--- config.mk ---
export PLATFORM = sky130hd
export DESIGN_NAME = overwriting_fault_event_log_flat
export DESIGN_NICKNAME = d
export VERILOG_FILES = /design/src/hw/rtl/ofel_pkg.sv /design/src/hw/rtl/ofel_if.sv /design/src/hw/rtl/ofel_ram.sv /design/src/hw/rtl/ofel_ptr.sv /design/src/hw/rtl/overwriting_fault_event_log.sv /design/src/flat_wrapper.sv
export SDC_FILE = /design/constraint.sdc
export NUM_CORES = 2
export LEC_CHECK = 0
export BUFFER_PORTS_ARGS = -buffer_cell sky130_fd_sc_hd__buf_2
export CORE_MARGIN = 2
export CORE_UTILIZATION = 34
export CTS_CLUSTER_DIAMETER = 50
export DETAILED_ROUTE_END_ITERATION = 10
export PLACE_DENSITY = 0.47
export SETUP_SLACK_MARGIN = 0.5
export SLEW_MARGIN = 20
export SYNTH_ARGS = -nofsm -noshare
export SYNTH_HDL_FRONTEND = slang
export SYNTH_SLANG_ARGS = --single-unit
--- constraint.sdc ---
create_clock -name clk -period 12.81 [get_ports clk]
set_clock_uncertainty 0.15 [all_clocks]
set_input_delay 0.6405 -clock clk [delete_from_list [all_inputs] [get_ports clk]]
set_output_delay 0.6405 -clock clk [all_outputs]
set_load 0.05 [all_outputs]
--- src/hw/rtl/ofel_pkg.sv ---
// shared types, opcodes and abort code table for the fault event log
`default_nettype none
package ofel_pkg;

  localparam int LOG_DEPTH_DEF = 16;

  localparam int OPCODE_W      = 2;
  localparam int TIME_W        = 32;
  localparam int CODE_W        = 32;
  localparam int PARAM_W       = 16;
  localparam int MODE_W        = 8;
  localparam int READ_INDEX_W  = 4;
  localparam int CLASS_W       = 5;
  localparam int ENTRY_COUNT_W = 5;

  localparam logic [OPCODE_W-1:0] OP_LOG_FAULT = 2'd0;
  localparam logic [OPCODE_W-1:0] OP_LOG_MODE  = 2'd1;
  localparam logic [OPCODE_W-1:0] OP_READ      = 2'd2;
  localparam logic [OPCODE_W-1:0] OP_CLEAR     = 2'd3;

  localparam int NUM_KNOWN_CODES = 17;
  localparam logic [CLASS_W-1:0] CLASS_UNKNOWN = 5'd17;

  localparam logic [CODE_W-1:0] KNOWN_CODES [NUM_KNOWN_CODES] = '{
    32'h0609_0030, 32'h0609_0011, 32'h0601_0000, 32'h0601_0001, 32'h0601_0002,
    32'h0800_0020, 32'h0800_0021, 32'h0800_0022, 32'h0504_0000, 32'h0503_0000,
    32'h0602_0000, 32'h0604_0041, 32'h0604_0042, 32'h0604_0043, 32'h0604_0047,
    32'h0606_0000, 32'h0607_0010
  };

  // one stored log entry
  typedef struct packed {
    logic [TIME_W-1:0]  time_ms;
    logic [CODE_W-1:0]  abort_code;
    logic [PARAM_W-1:0] param_id;
    logic [MODE_W-1:0]  mode;
    logic               is_fault;
  } entry_t;

  // access decision for one accepted item
  typedef struct packed {
    logic wr_en;
    logic rd_en;
    logic is_read;
    logic miss;
  } access_t;

  // position of the code in the known table, unknown when absent
  function automatic logic [CLASS_W-1:0] classify(input logic [CODE_W-1:0] code);
    logic [CLASS_W-1:0] cls;
    cls = CLASS_UNKNOWN;
    for (int k = NUM_KNOWN_CODES - 1; k >= 0; k--) begin
      if (code == KNOWN_CODES[k]) begin
        cls = CLASS_W'(k);
      end
    end
    return cls;
  endfunction

endpackage
`default_nettype wire

--- src/hw/rtl/ofel_if.sv ---
// valid/ready channels for commands and results of the fault event log
`default_nettype none
interface ofel_cmd_if;
  logic                                  valid;
  logic                                  ready;
  logic [ofel_pkg::OPCODE_W-1:0]         opcode;
  logic [ofel_pkg::TIME_W-1:0]           time_ms;
  logic [ofel_pkg::CODE_W-1:0]           abort_code;
  logic [ofel_pkg::PARAM_W-1:0]          param_id;
  logic [ofel_pkg::MODE_W-1:0]           mode_in;
  logic [ofel_pkg::READ_INDEX_W-1:0]     read_index;

  modport source (output valid, opcode, time_ms, abort_code, param_id, mode_in,
                  read_index, input ready);
  modport sink (input valid, opcode, time_ms, abort_code, param_id, mode_in,
                read_index, output ready);
endinterface

interface ofel_res_if;
  logic                                  valid;
  logic                                  ready;
  logic                                  status;
  logic [ofel_pkg::TIME_W-1:0]           out_time_ms;
  logic [ofel_pkg::CODE_W-1:0]           out_abort_code;
  logic [ofel_pkg::PARAM_W-1:0]          out_param_id;
  logic [ofel_pkg::MODE_W-1:0]           out_mode;
  logic                                  out_is_fault;
  logic [ofel_pkg::CLASS_W-1:0]          code_class;
  logic [ofel_pkg::ENTRY_COUNT_W-1:0]    entry_count;

  modport source (output valid, status, out_time_ms, out_abort_code, out_param_id,
                  out_mode, out_is_fault, code_class, entry_count, input ready);
  modport sink (input valid, status, out_time_ms, out_abort_code, out_param_id,
                out_mode, out_is_fault, code_class, entry_count, output ready);
endinterface
`default_nettype wire

--- src/hw/rtl/ofel_ram.sv ---
// generic single-write, single-read ram with registered read data
`default_nettype none
module ofel_ram #(
  parameter int WIDTH = 8,
  parameter int DEPTH = 16
) (
  input  wire logic                     clk,
  input  wire logic                     we,
  input  wire logic [$clog2(DEPTH)-1:0] waddr,
  input  wire logic [WIDTH-1:0]         wdata,
  input  wire logic                     re,
  input  wire logic [$clog2(DEPTH)-1:0] raddr,
  output logic      [WIDTH-1:0]         rdata
);

  logic [WIDTH-1:0] mem [DEPTH];

  always_ff @(posedge clk) begin
    if (we) begin
      mem[waddr] <= wdata;
    end
    if (re) begin
      rdata <= mem[raddr];
    end
  end

endmodule
`default_nettype wire

--- src/hw/rtl/ofel_ptr.sv ---
// fill count, oldest pointer and slot selection for each accepted item
`default_nettype none
module ofel_ptr #(
  parameter int LOG_DEPTH = ofel_pkg::LOG_DEPTH_DEF,
  localparam int AW = $clog2(LOG_DEPTH),
  localparam int CW = $clog2(LOG_DEPTH + 1)
) (
  input  wire logic                                  clk,
  input  wire logic                                  rst,
  input  wire logic                                  accept,
  input  wire logic [ofel_pkg::OPCODE_W-1:0]         opcode,
  input  wire logic [ofel_pkg::READ_INDEX_W-1:0]     read_index,
  output ofel_pkg::access_t                          acc,
  output logic      [AW-1:0]                         slot,
  output logic      [CW-1:0]                         count
);

  localparam int IW   = ofel_pkg::READ_INDEX_W;
  localparam int CMPW = (CW > IW) ? CW : IW;

  logic [CW-1:0]   fill;
  logic [CW-1:0]   fill_next;
  logic [AW-1:0]   oldest;
  logic [AW-1:0]   oldest_next;
  logic            full;
  logic [CMPW-1:0] idx_ext;
  logic [CMPW-1:0] fill_ext;
  logic [CMPW-1:0] pos_wide;
  logic [AW:0]     sum;
  logic [AW-1:0]   rd_slot;

  assign full     = (fill == CW'(LOG_DEPTH));
  assign idx_ext  = CMPW'(read_index);
  assign fill_ext = CMPW'(fill);
  // distance from the oldest entry, only meaningful on a hit
  assign pos_wide = fill_ext - CMPW'(1) - idx_ext;
  assign sum      = {1'b0, oldest} + {1'b0, pos_wide[AW-1:0]};
  assign rd_slot  = (sum >= (AW+1)'(LOG_DEPTH)) ? AW'(sum - (AW+1)'(LOG_DEPTH))
                                                : sum[AW-1:0];

  always_comb begin
    acc         = '0;
    slot        = rd_slot;
    fill_next   = fill;
    oldest_next = oldest;
    unique case (opcode)
      ofel_pkg::OP_LOG_FAULT, ofel_pkg::OP_LOG_MODE: begin
        acc.wr_en = accept;
        if (full) begin
          slot        = oldest;
          oldest_next = (oldest == AW'(LOG_DEPTH - 1)) ? '0 : oldest + AW'(1);
        end else begin
          slot      = fill[AW-1:0];
          fill_next = fill + CW'(1);
        end
      end
      ofel_pkg::OP_READ: begin
        acc.is_read = 1'b1;
        acc.miss    = (idx_ext >= fill_ext);
        acc.rd_en   = accept && !acc.miss;
      end
      ofel_pkg::OP_CLEAR: begin
        fill_next   = '0;
        oldest_next = '0;
      end
      default: begin
        fill_next = fill;
      end
    endcase
  end

  assign count = fill_next;

  always_ff @(posedge clk) begin
    if (rst) begin
      fill   <= '0;
      oldest <= '0;
    end else if (accept) begin
      fill   <= fill_next;
      oldest <= oldest_next;
    end
  end

endmodule
`default_nettype wire

--- src/hw/rtl/overwriting_fault_event_log.sv ---
// top level of the overwriting fault and mode-change event log
// usage:
//   cmd carries one item per handshake: opcode (log fault, log mode change,
//   read entry, clear), timestamp, abort code, parameter id, mode and a read
//   index counted back from the newest entry
//   res returns exactly one item per command: status, the fields of the entry
//   read, its abort code class and the entry count after the command
// timing:
//   the log ram read happens at the accepting edge; the read stage then moves
//   on into the result register, which classifies the code, once that
//   register is empty or being taken by res.ready
//   throughput is one item per cycle while res.ready stays high
// reset:
//   rst (synchronous) empties the log and drops both pipeline stages; the
//   ram contents are left as they are and are never read before written
// stalls:
//   when res.ready is low the result register and the read stage hold, and
//   cmd.ready falls once both are full; no item is dropped
`default_nettype none
module overwriting_fault_event_log #(
  parameter int LOG_DEPTH = ofel_pkg::LOG_DEPTH_DEF
) (
  input wire logic clk,
  input wire logic rst,
  ofel_cmd_if.sink   cmd,
  ofel_res_if.source res
);

  localparam int AW = $clog2(LOG_DEPTH);
  localparam int CW = $clog2(LOG_DEPTH + 1);
  localparam int EW = $bits(ofel_pkg::entry_t);

  // handshake and pointer logic
  logic              accept;
  ofel_pkg::access_t acc;
  logic [AW-1:0]     slot;
  logic [CW-1:0]     count;
  ofel_pkg::entry_t  wr_entry;
  logic [EW-1:0]     rd_bits;
  ofel_pkg::entry_t  rd_entry;

  // read stage: ram data lands here alongside the control bits
  logic                                s1_valid;
  logic                                s1_is_read;
  logic                                s1_miss;
  logic [ofel_pkg::ENTRY_COUNT_W-1:0]  s1_count;
  logic                                s1_move;
  logic                                hit;

  assign s1_move   = s1_valid && (!res.valid || res.ready);
  assign cmd.ready = !s1_valid || s1_move;
  assign accept    = cmd.valid && cmd.ready;

  ofel_ptr #(.LOG_DEPTH(LOG_DEPTH)) u_ptr (
    .clk        (clk),
    .rst        (rst),
    .accept     (accept),
    .opcode     (cmd.opcode),
    .read_index (cmd.read_index),
    .acc        (acc),
    .slot       (slot),
    .count      (count)
  );

  // mode-change entries store zero code and id with the fault flag clear
  always_comb begin
    wr_entry.time_ms = cmd.time_ms;
    wr_entry.mode    = cmd.mode_in;
    if (cmd.opcode == ofel_pkg::OP_LOG_FAULT) begin
      wr_entry.abort_code = cmd.abort_code;
      wr_entry.param_id   = cmd.param_id;
      wr_entry.is_fault   = 1'b1;
    end else begin
      wr_entry.abort_code = '0;
      wr_entry.param_id   = '0;
      wr_entry.is_fault   = 1'b0;
    end
  end

  ofel_ram #(.WIDTH(EW), .DEPTH(LOG_DEPTH)) u_ram (
    .clk   (clk),
    .we    (acc.wr_en),
    .waddr (slot),
    .wdata (wr_entry),
    .re    (acc.rd_en),
    .raddr (slot),
    .rdata (rd_bits)
  );

  assign rd_entry = ofel_pkg::entry_t'(rd_bits);

  always_ff @(posedge clk) begin
    if (rst) begin
      s1_valid <= 1'b0;
    end else if (accept) begin
      s1_valid <= 1'b1;
    end else if (s1_move) begin
      s1_valid <= 1'b0;
    end
  end

  always_ff @(posedge clk) begin
    if (accept) begin
      s1_is_read <= acc.is_read;
      s1_miss    <= acc.miss;
      s1_count   <= ofel_pkg::ENTRY_COUNT_W'(count);
    end
  end

  // result register: zero fields unless a read hit
  assign hit = s1_is_read && !s1_miss;

  always_ff @(posedge clk) begin
    if (rst) begin
      res.valid <= 1'b0;
    end else if (s1_move) begin
      res.valid <= 1'b1;
    end else if (res.ready) begin
      res.valid <= 1'b0;
    end
  end

  always_ff @(posedge clk) begin
    if (s1_move) begin
      res.status         <= s1_miss;
      res.entry_count    <= s1_count;
      res.out_time_ms    <= hit ? rd_entry.time_ms    : '0;
      res.out_abort_code <= hit ? rd_entry.abort_code : '0;
      res.out_param_id   <= hit ? rd_entry.param_id   : '0;
      res.out_mode       <= hit ? rd_entry.mode       : '0;
      res.out_is_fault   <= hit ? rd_entry.is_fault   : 1'b0;
      res.code_class     <= hit ? ofel_pkg::classify(rd_entry.abort_code) : '0;
    end
  end

  // a miss result never carries entry data
  a_miss_zero: assert property (@(posedge clk) disable iff (rst)
    res.valid && res.status |-> res.out_time_ms == '0 && res.code_class == '0
                                && res.out_is_fault == 1'b0)
    else $error("miss result carries entry data");

  // the count after any item never exceeds the log depth
  a_count_range: assert property (@(posedge clk) disable iff (rst)
    accept |-> count <= CW'(LOG_DEPTH))
    else $error("entry count beyond log depth");

  // a clear empties the log for its own result
  a_clear_empty: assert property (@(posedge clk) disable iff (rst)
    accept && cmd.opcode == ofel_pkg::OP_CLEAR |=> s1_valid && s1_count == '0)
    else $error("clear did not empty the log");

  // a stalled read stage keeps its item
  a_stage_hold: assert property (@(posedge clk) disable iff (rst)
    s1_valid && !s1_move |=> s1_valid && $stable(s1_count))
    else $error("read stage lost an item while stalled");

endmodule
`default_nettype wire

--- src/flat_wrapper.sv ---
// flat-port wrapper written by rule: the top's interface ports become plain ports
module overwriting_fault_event_log_flat 
#(
  parameter int LOG_DEPTH = ofel_pkg::LOG_DEPTH_DEF
)
  (clk, rst, cmd_valid, cmd_opcode, cmd_time_ms, cmd_abort_code, cmd_param_id, cmd_mode_in, cmd_read_index, cmd_ready, res_valid, res_status, res_out_time_ms, res_out_abort_code, res_out_param_id, res_out_mode, res_out_is_fault, res_code_class, res_entry_count, res_ready);
  ofel_cmd_if cmd_i ();
  ofel_res_if res_i ();
  input wire logic clk;
  input wire logic rst;
  input wire logic [$bits(cmd_i.valid)-1:0] cmd_valid;
  input wire logic [$bits(cmd_i.opcode)-1:0] cmd_opcode;
  input wire logic [$bits(cmd_i.time_ms)-1:0] cmd_time_ms;
  input wire logic [$bits(cmd_i.abort_code)-1:0] cmd_abort_code;
  input wire logic [$bits(cmd_i.param_id)-1:0] cmd_param_id;
  input wire logic [$bits(cmd_i.mode_in)-1:0] cmd_mode_in;
  input wire logic [$bits(cmd_i.read_index)-1:0] cmd_read_index;
  output wire logic [$bits(cmd_i.ready)-1:0] cmd_ready;
  output wire logic [$bits(res_i.valid)-1:0] res_valid;
  output wire logic [$bits(res_i.status)-1:0] res_status;
  output wire logic [$bits(res_i.out_time_ms)-1:0] res_out_time_ms;
  output wire logic [$bits(res_i.out_abort_code)-1:0] res_out_abort_code;
  output wire logic [$bits(res_i.out_param_id)-1:0] res_out_param_id;
  output wire logic [$bits(res_i.out_mode)-1:0] res_out_mode;
  output wire logic [$bits(res_i.out_is_fault)-1:0] res_out_is_fault;
  output wire logic [$bits(res_i.code_class)-1:0] res_code_class;
  output wire logic [$bits(res_i.entry_count)-1:0] res_entry_count;
  input wire logic [$bits(res_i.ready)-1:0] res_ready;
  assign cmd_i.valid = cmd_valid;
  assign cmd_i.opcode = cmd_opcode;
  assign cmd_i.time_ms = cmd_time_ms;
  assign cmd_i.abort_code = cmd_abort_code;
  assign cmd_i.param_id = cmd_param_id;
  assign cmd_i.mode_in = cmd_mode_in;
  assign cmd_i.read_index = cmd_read_index;
  assign cmd_ready = cmd_i.ready;
  assign res_valid = res_i.valid;
  assign res_status = res_i.status;
  assign res_out_time_ms = res_i.out_time_ms;
  assign res_out_abort_code = res_i.out_abort_code;
  assign res_out_param_id = res_i.out_param_id;
  assign res_out_mode = res_i.out_mode;
  assign res_out_is_fault = res_i.out_is_fault;
  assign res_code_class = res_i.code_class;
  assign res_entry_count = res_i.entry_count;
  assign res_i.ready = res_ready;
  overwriting_fault_event_log #(.LOG_DEPTH(LOG_DEPTH)) u_core (.clk(clk), .rst(rst), .cmd(cmd_i), .res(res_i));
endmodule
==> metrics.md <==
| Metric | Value |
|---|---|
| Status | `finished clean` |
| Unrepaired setup endpoints after global routing | `no` |
| Fin. Hold Viols | `0` |
| Total nets after synthesis | `4469` |
| Largest net degree at the start of global routing | `approximately 200` |
| Initial core utilization | `about a third` |
| Crit path max-delay family | `simple AND/OR/NAND/NOR gates` |
| Fin crit period | `6.45 ns` |
| Synthesis-stage register bit count | `1631` |
| FF/Latch Area | `48900 µm²` |
| Worst-skew pair later-pin latency | `0.82 ns` |
| Worst IR Drop VDD | `106 µV` |
| Unique masters post-synth | `63` |
| DR vias/cell | `5.68` |
| Hold_buf cts | `14` |
| Finished Layout Cells | `roughly 7100` |
| Post-synthesis cell count | `4357` |
| Async SR Flop Fraction | `0%` |
| Die area | `196000 µm²` |
| Critical path type | `register to register` |
| CTS root buffer | `clkbuf_16` |
| DRT iter0 DRCs | `approximately 3400` |
| First-pass GRT wire length | `between 200 and 300 mm` |
| Placer Congestion | `between 0.7 and 0.8` |
| CTS tree | `built` |
| Post-CTS Setup Repair Bufs | `0` |
| Worst EP required | `approximately 13 ns` |
| Final setup fails | `0` |
| Nets | `4555` |
| DRT Wirelength | `199 mm` |
| Reg2Reg Setup Slack | `6.36 ns` |
| CP most frequent cell | `buf_4` |
| CP max FO | `94` |
| Total CTS buffers | `182` |
| Mapped Area | `65500 µm²` |
| Hold path start | `cmd_time_ms[24]` |
| LEAKAGE | `0.0238 µW` |
| Max stage delay on crit path | `0.88 ns` |
| Die height | `443 µm` |
| Post-synth EDFFs | `1620` |
| Remaining DRCs | `0` |
| Grt ovf | `0` |
| Area of the multi-input gates | `14800 µm²` |
| Per-cell routed wire length | `27.9 µm` |
| CP arrival | `6.73 ns` |
| Placed Cells | `6770` |
| Syn avg cell area | `between 15 and 20 µm²` |
| Slew @ Worst Pin | `around 1.1 ns` |
| R2r endpoint | `u_core.u_ram.mem[3][59]` |
| Vias in the first global route | `40359` |
| Fin. max-slew vios | `0` |
| # clock sinks | `1631` |
| GRT Overall Usage | `19.8%` |
| Detailed-placement wirelength estimate | `between 90 and 100 mm` |
| Critical R2R Launch | `u_core.u_ptr.fill[1]` |
| Post_cts resized | `0` |
| Crit path cell chain | `inv_1 > ha_1 > nor4bb_2 > mux2i_4 > buf_4 > nand2_8 > or4_1 > nor3_2 > buf_4 > buf_4` |
| Die Span X | `roughly 440 µm` |
| Register area share after synthesis | `between 70% and 80%` |
| Worst path bufs/invs | `4` |
| R2R depth | `10` |
| Initial antenna violation count | `14` |
| H-Tree Depth | `4` |
| Core area | `192000 µm²` |
| Period utilisation layout | `50.4%` |
| Worst Hold Class | `primary input to register` |
| Clk slew on worst S/H paths | `0.06 ns` |
| Critical Path End Type | `register` |
| FMAX | `0.155 GHz` |
| Slew headroom | `25.5%` |
| Power, Total | `12500 µW` |
| Synth Flop Type | `edfxtp_1` |
| Hold Crit Endpoint | `u_core.u_ram.mem[14][81]` |
| Fin util | `39.0%` |
| Clock buffer depth | `3` |
| Vias post-DR | `a little over 40000` |
| Fill count | `17853` |
| Startpoint Class | `register` |
| Layout area overhead | `14.3%` |
| Slowest-stage cell, CP | `nor4bb_2` |
| Hold Path Cell Cnt | `1` |
| Syn. warnings | `0` |
| DRT Pass-1 Iters | `5` |
| Row count | `161` |
| Pwr/cell area | `167 nW/µm²` |
| Max-cap viol count | `0` |
| Setup TNS | `0 ns` |
| Post-DRT Antenna Nets | `0` |
| I/O pin cnt | `200` |
| # port buffers | `199` |
| Layout cells sized above 1 | `13.9%` |
==> synth_stat cells, types with 4 or more instances <==
master | instances | area share, %
a21oi_1 | 189 | 1.4
buf_2 | 62 | 0.47
edfxtp_1 | 1620 | 74
and3_1 | 8 | 0.076
a32oi_1 | 356 | 4.8
a22o_1 | 89 | 1.2
dfxtp_1 | 11 | 0.34
nor3_1 | 18 | 0.14
xor2_1 | 6 | 0.080
o211ai_1 | 262 | 3.0
a21o_1 | 4 | 0.046
o21ai_0 | 456 | 3.5
mux2_1 | 38 | 0.65
inv_1 | 104 | 0.60
nand2b_1 | 6 | 0.057
a22oi_1 | 90 | 1.0
buf_1 | 18 | 0.10
nor2b_1 | 9 | 0.086
o211ai_2 | 5 | 0.095
nand2_1 | 194 | 1.1
nand4_1 | 9 | 0.086
nor4_1 | 10 | 0.095
nor2_1 | 23 | 0.13
ha_1 | 12 | 0.23
clkbuf_1 | 312 | 1.8
mux2_4 | 5 | 0.11
and2_1 | 142 | 1.4
buf_6 | 7 | 0.12
nor4bb_1 | 4 | 0.061
nand3_1 | 189 | 1.4
mux2_2 | 47 | 0.81
a31oi_1 | 6 | 0.057
==> cell families (layout without fill, tap and decap cells) <==
family / Yosys count / in the layout / synth area share (%)
xor+xnor: 11 / 11 / 0.191
compound gates: 1472 / 1472 / 15.3
simple gates: 631 / 631 / 4.88
buf+inv: 506 / 738 / 3.11
other cells: 0 / 4 / 0
flops: 1631 / 1631 / 74.6
mux: 92 / 92 / 1.63
fa+ha+maj: 14 / 14 / 0.290
==> area by class of cell <==
cell class / instances / share of cell area (%)
clock buffers: 225 / 6.41
diodes: 4 / 0.0134
well taps: 2526 / 4.22
clock inverters: 105 / 1.25
flip-flops and latches: 1631 / 65.2
multi-input cells: 2220 / 19.8
repair buffers: 303 / 2.57
inverters: 105 / 0.526
==> per-stage QoR <==
stage	setup slack, ns	instance area, µm²	hold WS (ns)
floorplan	3.01	65500	0.250
detailed placement	6.40	69000	0.267
finish	6.36	74900	0.0716
global route	6.08	74900	0.0164
CTS	6.37	74900	0.000148
global placement	6.41	69000	0.265
==> sequential cells by signal (all words and copies together), names as in the netlist <==
name	count
u_core.res.entry_count	5
u_core.res.out_time_ms	32
u_core.s1_miss	1
u_core.res.status	1
u_core.res.out_abort_code	32
u_core.u_ptr.fill	5
u_core.res.code_class	5
u_core.res.out_mode	8
u_core.res.out_is_fault	1
u_core.s1_is_read	1
u_core.u_ptr.oldest	4
u_core.u_ram.mem	1424
u_core.s1_valid	1
u_core.res.out_param_id	16
u_core.res.valid	1
u_core.u_ram.rdata	89
u_core.s1_count	5
==> power breakdown <==
| group | total (µW) | switching [µW] | internal (µW) |
|---|---|---|---|
| combinational | 1440 | 1040 | 408 |
| sequential | 6000 | 29.1 | 5970 |
| clock | 5050 | 2180 | 2880 |
==> how the worst max path moves through the flow <==
stage                              end  cells past startpoint            startpoint  slack (ns)
5_1_grt        u_core.u_ram.mem[3][59]                     10  u_core.u_ptr.fill[1]        6.08
2_1_floorplan   u_core.u_ram.mem[0][0]                     11     cmd_read_index[0]        3.01
3_5_place_dp   u_core.u_ram.mem[3][35]                     10  u_core.u_ptr.fill[1]        6.40
6_report       u_core.u_ram.mem[3][59]                     10  u_core.u_ptr.fill[1]        6.36
4_1_cts        u_core.u_ram.mem[3][59]                     10  u_core.u_ptr.fill[1]        6.37
3_3_place_gp   u_core.u_ram.mem[3][59]                     12     cmd_read_index[0]        6.41
==> routing by layer <==
metal / part of all wire (%) / wire length [µm] / vias up / track usage, %
met3: 5.5 / 11000 / 301 / 2.80
met1: 43 / 85300 / 21078 / 26.3
met4: 2.7 / 5410 / 10 / 6.48
met2: 49 / 97200 / 1349 / 33.5
li1: - / - / 17668 / -
met5: 0.028 / 56 / - / 0
==> placed cells by master, fill, tap and decap left out, types with 6 or more instances in the layout <==
master	n
clkbuf_1	39
and2_1	140
xor2_1	6
nor2b_1	7
nand4_1	9
clkinv_1	37
nor3_1	9
nor3_2	9
o211ai_1	262
clkbuf_16	186
ha_1	12
a21oi_1	189
nor2_1	22
o21ai_0	456
dfxtp_1	11
buf_2	199
inv_6	8
buf_12	7
a32oi_1	356
a22oi_1	90
a22o_1	89
clkinvlp_4	9
and3_4	8
buf_4	81
nand3_1	189
mux2_2	47
bufinv_16	10
mux2_1	38
a31oi_1	6
dlygate4sd3_1	14
inv_1	104
edfxtp_1	1620
nor4_1	9
clkinv_2	29
nand2_1	191
(Power assumes the default switching activity.)
